### src/rtl/core/tlbpt_pkg.sv
// Shared types, widths and defaults for the TLB page-table translator.
package tlbpt_pkg;

  // Fixed field widths
  localparam int ADDR_W     = 16;
  localparam int FRAME_W    = 8;
  localparam int CNT_W      = 32;
  localparam logic [CNT_W-1:0] CNT_MAX = {CNT_W{1'b1}};

  // Page geometry: page size is a power of two, so the offset is a bit field
  localparam int PAGE_BYTES = 256;
  localparam int OFFSET_W   = $clog2(PAGE_BYTES);
  localparam int PAGE_NUM_W = ADDR_W - OFFSET_W;
  localparam int PAGE_SPAN  = 1 << PAGE_NUM_W;

  // Parameter defaults
  localparam int TLB_ENTRIES_DEF  = 16;
  localparam int PAGE_ENTRIES_DEF = 256;

  // Front-to-back queue; depth must be a power of two
  localparam int QUEUE_DEPTH = 2;
  localparam int QUEUE_AW    = $clog2(QUEUE_DEPTH);

  // Input transfer payload
  typedef struct packed {
    logic [ADDR_W-1:0]  logical_address;
    logic [FRAME_W-1:0] fault_frame;
  } req_t;

  // Result transfer payload
  typedef struct packed {
    logic [ADDR_W-1:0]  physical_address;
    logic               tlb_hit;
    logic               page_fault;
    logic [CNT_W-1:0]   hit_total;
    logic [CNT_W-1:0]   fault_total;
    logic [CNT_W-1:0]   access_total;
  } rsp_t;

  // Classified access as held in the queue
  typedef struct packed {
    logic [PAGE_NUM_W-1:0] page;
    logic [OFFSET_W-1:0]   offset;
    logic [FRAME_W-1:0]    fault_frame;
  } qitem_t;

  // Queue head as seen by the back end
  typedef struct packed {
    logic   valid;
    qitem_t item;
  } qhead_t;

endpackage

### src/rtl/core/tlbpt_stream_if.sv
// Valid/ready stream channel carrying one payload of type T.
interface tlbpt_stream_if #(
  parameter type T = logic
);
  logic valid;
  logic ready;
  T     data;

  modport source (output valid, output data, input ready);
  modport sink   (input valid, input data, output ready);
endinterface

### src/rtl/core/tlbpt_ram.sv
// Generic simple dual-port RAM with registered read.
module tlbpt_ram #(
  parameter int WIDTH = 8,
  parameter int DEPTH = 256
) (
  input  logic                     clk,
  input  logic                     we,
  input  logic [$clog2(DEPTH)-1:0] waddr,
  input  logic [WIDTH-1:0]         wdata,
  input  logic                     re,
  input  logic [$clog2(DEPTH)-1:0] raddr,
  output logic [WIDTH-1:0]         rdata
);

  logic [WIDTH-1:0] mem_r [DEPTH];

  // Write port
  always_ff @(posedge clk) begin
    if (we) begin
      mem_r[waddr] <= wdata;
    end
  end

  // Registered read port
  always_ff @(posedge clk) begin
    if (re) begin
      rdata <= mem_r[raddr];
    end
  end

endmodule

### src/rtl/core/tlbpt_back.sv
// Back end: TLB lookup, page-table read and fill, counters and result register.
module tlbpt_back #(
  parameter int TLB_ENTRIES  = tlbpt_pkg::TLB_ENTRIES_DEF,
  parameter int PAGE_ENTRIES = tlbpt_pkg::PAGE_ENTRIES_DEF
) (
  input  logic                  clk,
  input  logic                  rst_n,
  input  tlbpt_pkg::qhead_t     q_head,
  output logic                  q_pop,
  tlbpt_stream_if.source        out_rsp
);

  // Only pages reachable from the address field are ever touched
  localparam int PT_DEPTH = (PAGE_ENTRIES < tlbpt_pkg::PAGE_SPAN) ?
                            PAGE_ENTRIES : tlbpt_pkg::PAGE_SPAN;
  localparam int PT_AW    = $clog2(PT_DEPTH);
  localparam int TLB_IW   = $clog2(TLB_ENTRIES);
  localparam int FW       = tlbpt_pkg::FRAME_W;
  localparam int CW       = tlbpt_pkg::CNT_W;

  typedef enum logic [1:0] {
    S_LOOK = 2'b01,
    S_MISS = 2'b10
  } state_t;

  function automatic logic [CW-1:0] sat_inc(input logic [CW-1:0] v);
    return (v == tlbpt_pkg::CNT_MAX) ? v : v + 1'b1;
  endfunction

  state_t                          state_r, state_nxt;
  logic [PT_AW-1:0]                tlb_tag_r   [TLB_ENTRIES];
  logic [FW-1:0]                   tlb_frame_r [TLB_ENTRIES];
  logic [TLB_ENTRIES-1:0]          tlb_vld_r;
  logic [TLB_ENTRIES-1:0]          tlb_match;
  logic [TLB_IW-1:0]               fill_ptr_r, fill_ptr_nxt;
  logic [PT_DEPTH-1:0]             pt_vld_r;
  logic [PT_AW-1:0]                look_page;
  logic [FW-1:0]                   hit_frame;
  logic                            look_hit;
  logic [PT_AW-1:0]                cur_page_r;
  logic [tlbpt_pkg::OFFSET_W-1:0]  cur_offset_r;
  logic [FW-1:0]                   cur_cand_r;
  logic                            cur_ptv_r;
  logic [FW-1:0]                   ram_rdata;
  logic [FW-1:0]                   miss_frame;
  logic                            fault;
  logic                            out_free;
  logic                            pop;
  logic                            load_hit;
  logic                            load_miss;
  logic                            out_valid_r, out_valid_nxt;
  tlbpt_pkg::rsp_t                 out_data_r, out_data_nxt;
  logic [CW-1:0]                   hit_cnt_r, hit_cnt_nxt;
  logic [CW-1:0]                   fault_cnt_r, fault_cnt_nxt;
  logic [CW-1:0]                   acc_cnt_r, acc_cnt_nxt;

  // Parallel compare against every TLB entry
  assign look_page = PT_AW'(q_head.item.page);

  always_comb begin
    tlb_match = '0;
    hit_frame = '0;
    for (int i = 0; i < TLB_ENTRIES; i++) begin
      if (tlb_vld_r[i] && (tlb_tag_r[i] == look_page)) begin
        tlb_match[i] = 1'b1;
        hit_frame    = hit_frame | tlb_frame_r[i];
      end
    end
  end

  assign look_hit = |tlb_match;

  // Take the queue head only when the result register can hold its result
  assign out_free  = !out_valid_r || out_rsp.ready;
  assign pop       = (state_r == S_LOOK) && q_head.valid && out_free;
  assign q_pop     = pop;
  assign load_hit  = pop && look_hit;
  assign load_miss = (state_r == S_MISS);

  // Miss resolution from the page-table read
  assign fault      = !cur_ptv_r;
  assign miss_frame = fault ? cur_cand_r : ram_rdata;

  tlbpt_ram #(
    .WIDTH (FW),
    .DEPTH (PT_DEPTH)
  ) u_pt_ram (
    .clk   (clk),
    .we    (load_miss && fault),
    .waddr (cur_page_r),
    .wdata (cur_cand_r),
    .re    (pop && !look_hit),
    .raddr (look_page),
    .rdata (ram_rdata)
  );

  // Sequencer
  always_comb begin
    state_nxt = state_r;
    unique case (state_r)
      S_LOOK: begin
        if (pop && !look_hit) begin
          state_nxt = S_MISS;
        end
      end
      S_MISS: begin
        state_nxt = S_LOOK;
      end
      default: begin
        state_nxt = S_LOOK;
      end
    endcase
  end

  // Counters and result payload
  always_comb begin
    acc_cnt_nxt   = (load_hit || load_miss) ? sat_inc(acc_cnt_r) : acc_cnt_r;
    hit_cnt_nxt   = load_hit ? sat_inc(hit_cnt_r) : hit_cnt_r;
    fault_cnt_nxt = (load_miss && fault) ? sat_inc(fault_cnt_r) : fault_cnt_r;
    fill_ptr_nxt  = fill_ptr_r;
    if (load_miss) begin
      fill_ptr_nxt = (fill_ptr_r == TLB_IW'(TLB_ENTRIES - 1)) ? '0 : fill_ptr_r + 1'b1;
    end

    out_data_nxt = out_data_r;
    if (load_hit) begin
      out_data_nxt.physical_address = tlbpt_pkg::ADDR_W'({hit_frame, q_head.item.offset});
      out_data_nxt.tlb_hit          = 1'b1;
      out_data_nxt.page_fault       = 1'b0;
    end else if (load_miss) begin
      out_data_nxt.physical_address = tlbpt_pkg::ADDR_W'({miss_frame, cur_offset_r});
      out_data_nxt.tlb_hit          = 1'b0;
      out_data_nxt.page_fault       = fault;
    end
    out_data_nxt.hit_total    = hit_cnt_nxt;
    out_data_nxt.fault_total  = fault_cnt_nxt;
    out_data_nxt.access_total = acc_cnt_nxt;

    out_valid_nxt = out_valid_r;
    if (load_hit || load_miss) begin
      out_valid_nxt = 1'b1;
    end else if (out_rsp.ready) begin
      out_valid_nxt = 1'b0;
    end
  end

  assign out_rsp.valid = out_valid_r;
  assign out_rsp.data  = out_data_r;

  // Control state
  always_ff @(posedge clk) begin
    if (!rst_n) begin
      state_r     <= S_LOOK;
      tlb_vld_r   <= '0;
      fill_ptr_r  <= '0;
      pt_vld_r    <= '0;
      hit_cnt_r   <= '0;
      fault_cnt_r <= '0;
      acc_cnt_r   <= '0;
      out_valid_r <= 1'b0;
    end else begin
      state_r     <= state_nxt;
      fill_ptr_r  <= fill_ptr_nxt;
      hit_cnt_r   <= hit_cnt_nxt;
      fault_cnt_r <= fault_cnt_nxt;
      acc_cnt_r   <= acc_cnt_nxt;
      out_valid_r <= out_valid_nxt;
      if (load_miss) begin
        tlb_vld_r[fill_ptr_r] <= 1'b1;
        if (fault) begin
          pt_vld_r[cur_page_r] <= 1'b1;
        end
      end
    end
  end

  // Payload state
  always_ff @(posedge clk) begin
    out_data_r <= out_data_nxt;
    if (pop && !look_hit) begin
      cur_page_r   <= look_page;
      cur_offset_r <= q_head.item.offset;
      cur_cand_r   <= q_head.item.fault_frame;
      cur_ptv_r    <= pt_vld_r[look_page];
    end
    if (load_miss) begin
      tlb_tag_r[fill_ptr_r]   <= cur_page_r;
      tlb_frame_r[fill_ptr_r] <= miss_frame;
    end
  end

endmodule
### src/flat_wrapper.sv
// flat-port wrapper written by rule: the top's interface ports become plain ports
module tlbpt_back_flat 
#(
  parameter int TLB_ENTRIES  = tlbpt_pkg::TLB_ENTRIES_DEF,
  parameter int PAGE_ENTRIES = tlbpt_pkg::PAGE_ENTRIES_DEF
)
  (clk, rst_n, q_head, q_pop, out_rsp_valid, out_rsp_data, out_rsp_ready);
  tlbpt_stream_if out_rsp_i ();
  input  logic clk;
  input  logic rst_n;
  input  tlbpt_pkg::qhead_t q_head;
  output logic q_pop;
  output wire logic [$bits(out_rsp_i.valid)-1:0] out_rsp_valid;
  output wire logic [$bits(out_rsp_i.data)-1:0] out_rsp_data;
  input wire logic [$bits(out_rsp_i.ready)-1:0] out_rsp_ready;
  assign out_rsp_valid = out_rsp_i.valid;
  assign out_rsp_data = out_rsp_i.data;
  assign out_rsp_i.ready = out_rsp_ready;
  tlbpt_back #(.TLB_ENTRIES(TLB_ENTRIES), .PAGE_ENTRIES(PAGE_ENTRIES)) u_core (.clk(clk), .rst_n(rst_n), .q_head(q_head), .q_pop(q_pop), .out_rsp(out_rsp_i));
endmodule
### config.mk
export PLATFORM = sky130hd
export DESIGN_NAME = tlbpt_back_flat
export DESIGN_NICKNAME = d
export VERILOG_FILES = /design/src/rtl/core/tlbpt_pkg.sv /design/src/rtl/core/tlbpt_stream_if.sv /design/src/rtl/core/tlbpt_ram.sv /design/src/rtl/core/tlbpt_back.sv /design/src/flat_wrapper.sv
export SDC_FILE = /design/constraint.sdc
export NUM_CORES = 1
export LEC_CHECK = 0
export ABC_AREA = 0
export ABC_CLOCK_PERIOD_IN_PS = 5700
export BUFFER_PORTS_ARGS = -buffer_cell sky130_fd_sc_hd__buf_4
export CORE_ASPECT_RATIO = 1.25
export CORE_MARGIN = 8
export CORE_UTILIZATION = 40
export CTS_CLUSTER_SIZE = 14
export DETAILED_ROUTE_END_ITERATION = 8
export PLACE_DENSITY = 0.53
export SLEW_MARGIN = 5
export SYNTH_ARGS = -nofsm -noshare
export SYNTH_HDL_FRONTEND = slang
export SYNTH_SLANG_ARGS = --single-unit
### constraint.sdc
create_clock -name clk -period 5.7 [get_ports clk]
set_clock_uncertainty 0.2 [all_clocks]
set_input_delay 0.57 -clock clk [delete_from_list [all_inputs] [get_ports clk]]
set_output_delay 0.57 -clock clk [all_outputs]
set_load 0.02 [all_outputs]
* Word level (Yosys, flattened, before mapping)
Memories as Yosys holds them, arrays and structs flattened. Cells that the tools add are included.
Storage, ports and cells: input port bits 28, output and inout bits 3, memories kept 1, bits in writable memories 128, bits in registers 64, logic and storage cells 86
Cells by class: $lt $le $gt $ge 2, reduce and logical (&&, ||, !) cells 28, multiplexer cells 25, equal/unequal tests 20, bitwise operators 1, add/sub/neg operators 2
Memory list:
- u_core.tlb_tag_r | words 16, bits a word 8, rd ports 16, clocked after Yosys merged registers in 0, wr ports 1, line tlbpt_back.sv:31 | logic [PT_AW-1:0] tlb_tag_r [TLB_ENTRIES];
Operator list (number):
- 8-bit == test | 16
- 32-bit 2-to-1 mux | 2
- 32-bit by 1-bit adder with 32-bit output (second input constant) | 1
- 32-bit == test (second input constant) | 1
- 1-bit logical AND | 21
- 1-bit 2-to-1 mux | 21
- 16-bit OR | 1
- 16-bit OR reduction | 1
- 4-bit by 5-bit < comparator with 1-bit output (second input constant) | 1
- 4-bit by 1-bit adder with 4-bit output (second input constant) | 1
- 1-bit demux with 4-bit select | 1
- 4-bit == test (second input constant) | 1
- 4-bit by 1-bit greater-or-equal comparator with 1-bit output (second input constant) | 1
- 4-bit 2-to-1 mux | 1
- 2-bit by 1-bit == test with 1-bit output (second input constant) | 1
- 2-bit == test (second input constant) | 1
- 1-bit logical NOT | 2
- 1-bit logical OR | 2
- 2-bit AND reduction | 1
- 2-bit nonzero test | 1

* Logic depth before layout (Yosys ltp)
word-level depth 7, mapped depth 13, depth with buffers taken out 9

* Least setup slack after synthesis
OpenSTA, ideal clock, no wires.
path type input -> register, start input port q_head[20] (netlist bit), end register u_core.acc_cnt_r[27], library setup time 0.118 ns, path buffers 3, path slack 2.703 ns, stages on the path 12, arrival time 2.679 ns, required time 5.382 ns, path through buf_6 -> buf_12 -> xor2_1 -> nor4_1 -> nand4_1 -> o41ai_2 -> or3_4 -> o211ai_4 -> and2_4 -> buf_6 -> or4_4 -> mux2i_1
On the way: cells in the longest elaborated chain, start to end 7, elaborated cells between the ends (all ways) 52, classes of those cells eq/ne: 16; mux: 17; reduce/logical: 19
Ends and longest elaborated chain:
- start, declared | line flat_wrapper.sv:11 | input tlbpt_pkg::qhead_t q_head;
- 8-bit == test | line tlbpt_back.sv:64 | if (tlb_vld_r[i] && (tlb_tag_r[i] == look_page)) begin
- 1-bit logical AND | line tlbpt_back.sv:64
- 1-bit 2-to-1 mux | line tlbpt_back.sv:64
- 16-bit OR reduction (*) | line tlbpt_back.sv:71 | assign look_hit = |tlb_match;
- 1-bit logical AND (*) | line tlbpt_back.sv:77 | assign load_hit = pop && look_hit;
- 1-bit logical OR (*) | line tlbpt_back.sv:117 | acc_cnt_nxt = (load_hit || load_miss) ? sat_inc(acc_cnt_r) : acc_cnt_r;
- 32-bit 2-to-1 mux (*) | line tlbpt_back.sv:117
- end signal, assigned | line tlbpt_back.sv:166 | acc_cnt_r <= acc_cnt_nxt;
- end, declared | line tlbpt_back.sv:55 | logic [CW-1:0] acc_cnt_r, acc_cnt_nxt;
Mark *: on every way between the ends. The rest lies on a longest branch, timed or not. A chain may end at the register's enable or synchronous reset.

* Final worst setup path
start register u_core.acc_cnt_r[6], end register u_core.acc_cnt_r[16]
On the way: cells in the longest elaborated chain, start to end 3, elaborated cells between the ends (all ways) 4, classes of those cells add/sub: 1; eq/ne: 1; mux: 2
Ends and longest elaborated chain:
- 32-bit by 1-bit adder with 32-bit output or 32-bit == test (tied branches) | line tlbpt_back.sv:27 | return (v == tlbpt_pkg::CNT_MAX) ? v : v + 1'b1;
- 32-bit 2-to-1 mux (*) | line tlbpt_back.sv:27
- 32-bit 2-to-1 mux (*) | line tlbpt_back.sv:117
Marked as above.

==> results.tsv <==
metric	value	unit
Multi-input gate area	2850	um^2
clk slew on worst S/H paths	0.07	ns
Peak VDD IR	0.000197	V
diode count	0	
CTS tree	done	
drt pass-1 iters	4	
Port-buffer cells	14	
Synth Flop Type	edfxtp_1	
layout cells sized above 1	8.48	%
startpoint type of the worst setup path	flop	
Die ar.	25700	um^2
clk sinks	192	
async set-reset flop share out of synthesis	0	%
synth warn	0	
fin nets	692	
relative slew slack	17.9	%
Starting DRT DRC Count	263	
Detailed Place HPWL	10900	um
first-pass GRT wire length	28300	um
post-synth cell types	42	
initial antenna violation count	0	
Clk pwr share	40.7	%
# IOs	31	
vias in the first global route	5062	
Worst Path Arrival	3.24	ns
H-tree depth	4	
Power Density	302	nW/um^2
Post-DRT Antenna Nets	0	
dpl cell area	8550	um^2
Hold Crit Start	u_core.tlb_vld_r[8]$_SDFFE_PN0P_	
Max Cap Viol	0	
final setup violation count	0	
row count	59	
hold slack	0.274	ns
Tot GR Track Use	14.6	%
largest net degree at the start of global routing	42	
WP data required	5.86	ns
Area growth, synth to finish	9.42	%
post-synthesis sequential area ratio	62.5	%
wire per inst	19.2	um
Initial Util	40.4	%
Hold Path Depth	2	
core area	20600	um^2
TritonCTS Buffers	17	
final wirelength	18100	um
Hold Fails Final Rpt	0	
clock root cell	clkbuf_16	
Slew @ Worst Pin	1.22	ns
Reg area	5200	um^2
FILL cells	1871	
Worst setup EP type	flop	
Slew Limit Fails	0	
Post-CTS Setup Bufs	0	
DR vias/cell	5.07	
flop2flop setup slack	2.62	ns
critical path peak fanout	13	
commonest non-fill, non-tap cell in the layout	edfxtp_1	
total number of vias	4798	
synthesized instance count	654	
EDFF count, synth	136	
final core utilization	44.2	%
P_int	2150	uW
max frequency	0.325	GHz
Die Y	177	um
Final Cycle Share	54.0	%
final RePlAce weighted congestion	0.798	
most frequent cells in the layout	edfxtp_1, xor2_1, nor2_1	
total grt overflow	0	
status	finished clean	
worst reg2reg path startpoint	u_core.acc_cnt_r[6]$_SDFFE_PN0P_	
RR Endpoint	u_core.acc_cnt_r[16]$_SDFFE_PN0P_	
Worst Hold Class	flop to flop	
leak pwr	0.00308	uW
Sw Share	21.8	%
WS Path Type	flop to flop	
final instance area	9110	um^2
number of remaining DRC errors	0	
synthesized area	8320	um^2
RSZ-0062 raised after global routing	false	
R2R depth	9	
min cycle time layout	3.08	ns
latest clock arrival within the worst-skew pair	0.43	ns
Reg power frac	55.6	%
setup TNS	0	ns
combinational share of power	3.7	%
synthesis-stage register bit count	192	
Total Power	2750	uW
Avg Inst Size Synth	12.7	um^2
die width	145	um
switching power total	601	uW
Hold Path End	u_core.tlb_vld_r[8]$_SDFFE_PN0P_	
syn nets	687	
post-CTS resize count	0	
Post-CTS Hold Buffers	0	
Clock Tree Buf Depth	2	
==> metal layers <==
metal  global-route usage [%]  wire [um]  vias to the layer above
met5                        0          0                        -
met4                     5.45        245                        0
met3                     3.10        581                       12
met2                     27.5       9880                       70
met1                     15.8       7420                     2396
li1                         -          -                     2320
==> through the flow <==
| step | setup slack (ns) | instances |
|---|---|---|
| after floorplan | 2.70 | 654 |
| after global placement | 2.17 | 914 |
| after detailed placement | 2.17 | 914 |
| after CTS | 2.56 | 946 |
| after global routing | 2.38 | 946 |
| final | 2.62 | 946 |
==> critical path, stage by stage (launching register included) <==
cell and delay [ns]:
dfxtp_1 0.39, and4_4 0.25, and3_4 0.22, and4_1 0.38
and4_4 0.30, nand4_1 0.20, nand2_1 0.25, nand2_1 0.36
a31o_2 0.35, a21oi_1 0.11
==> synthesized netlist by cell type, drive strengths merged (3+ instances only) <==
cell type    n  area share, %
edfxtp     136             49
xor2       108             11
nor2        57            2.6
dfxtp       56             13
nand2       39            1.8
nand4       28            2.1
xnor2       28            2.9
nor3        23            1.4
buf         20            2.4
nand2b      20            1.5
nand3       19            1.1
mux2i       18            2.2
nor4        17            1.3
a21oi       13           0.78
clkbuf      11           0.50
inv          9           0.41
and3         7           0.59
o21ai        7           0.42
and4         6           0.69
or3          6           0.53
and2         5           0.41
ha           5           0.75
nor2b        3           0.23
==> worst max path at each step <==
stage / startpoint / slack (ns) / end / cells past startpoint
3_3_place_gp: q_head[21] / 2.17 / u_core.acc_cnt_r[12]$_SDFFE_PN0P_ / 10
5_1_grt: u_core.acc_cnt_r[6]$_SDFFE_PN0P_ / 2.38 / u_core.acc_cnt_r[16]$_SDFFE_PN0P_ / 9
2_1_floorplan: q_head[20] / 2.70 / u_core.acc_cnt_r[27]$_SDFFE_PN0P_ / 12
3_5_place_dp: q_head[21] / 2.17 / u_core.acc_cnt_r[12]$_SDFFE_PN0P_ / 10
6_report: u_core.acc_cnt_r[6]$_SDFFE_PN0P_ / 2.62 / u_core.acc_cnt_r[16]$_SDFFE_PN0P_ / 9
4_1_cts: u_core.acc_cnt_r[6]$_SDFFE_PN0P_ / 2.56 / u_core.acc_cnt_r[7]$_SDFFE_PN0P_ / 9
==> state kept, by name, indices dropped and copies added, names as in the netlist <==
| signal | cells |
|---|---|
| u_core.tlb_tag_r | 128 |
| u_core.acc_cnt_r | 32 |
| u_core.tlb_vld_r | 16 |
| u_core.cur_page_r | 8 |
| u_core.fill_ptr_r | 4 |
| u_core.state_r | 2 |
| u_core.out_rsp.data | 1 |
| u_core.out_rsp.valid | 1 |
==> final cells by class <==
class | count | share of cell area (%)
inverter | 9 | 0.371
clock buffer | 19 | 4.86
multi-input combinational | 422 | 31.2
clock inverter | 13 | 1.22
sequential | 192 | 57.1
timing repair buffer | 17 | 1.40
tap | 274 | 3.76
==> cell families after synthesis <==
group	synth area share (%)
adder cells (fa/ha/maj)	0.752
flip-flops	62.5
AND/OR/NAND/NOR	14.5
AO/OA/AOI/OAI	2.45
XOR/XNOR	14.3
multiplexers	2.16
buffers and inverters	3.29
==> power groups by stage <==
stage	logic, uW	registers [uW]	clock network [uW]
4_1_cts	105	1530	1150
3_5_place_dp	104	1560	0
6_report	102	1530	1120
5_1_grt	113	1530	1200
2_1_floorplan	80.9	1540	0
3_3_place_gp	102	1560	0
No activity file was read; power rests on OpenSTA's default activity.
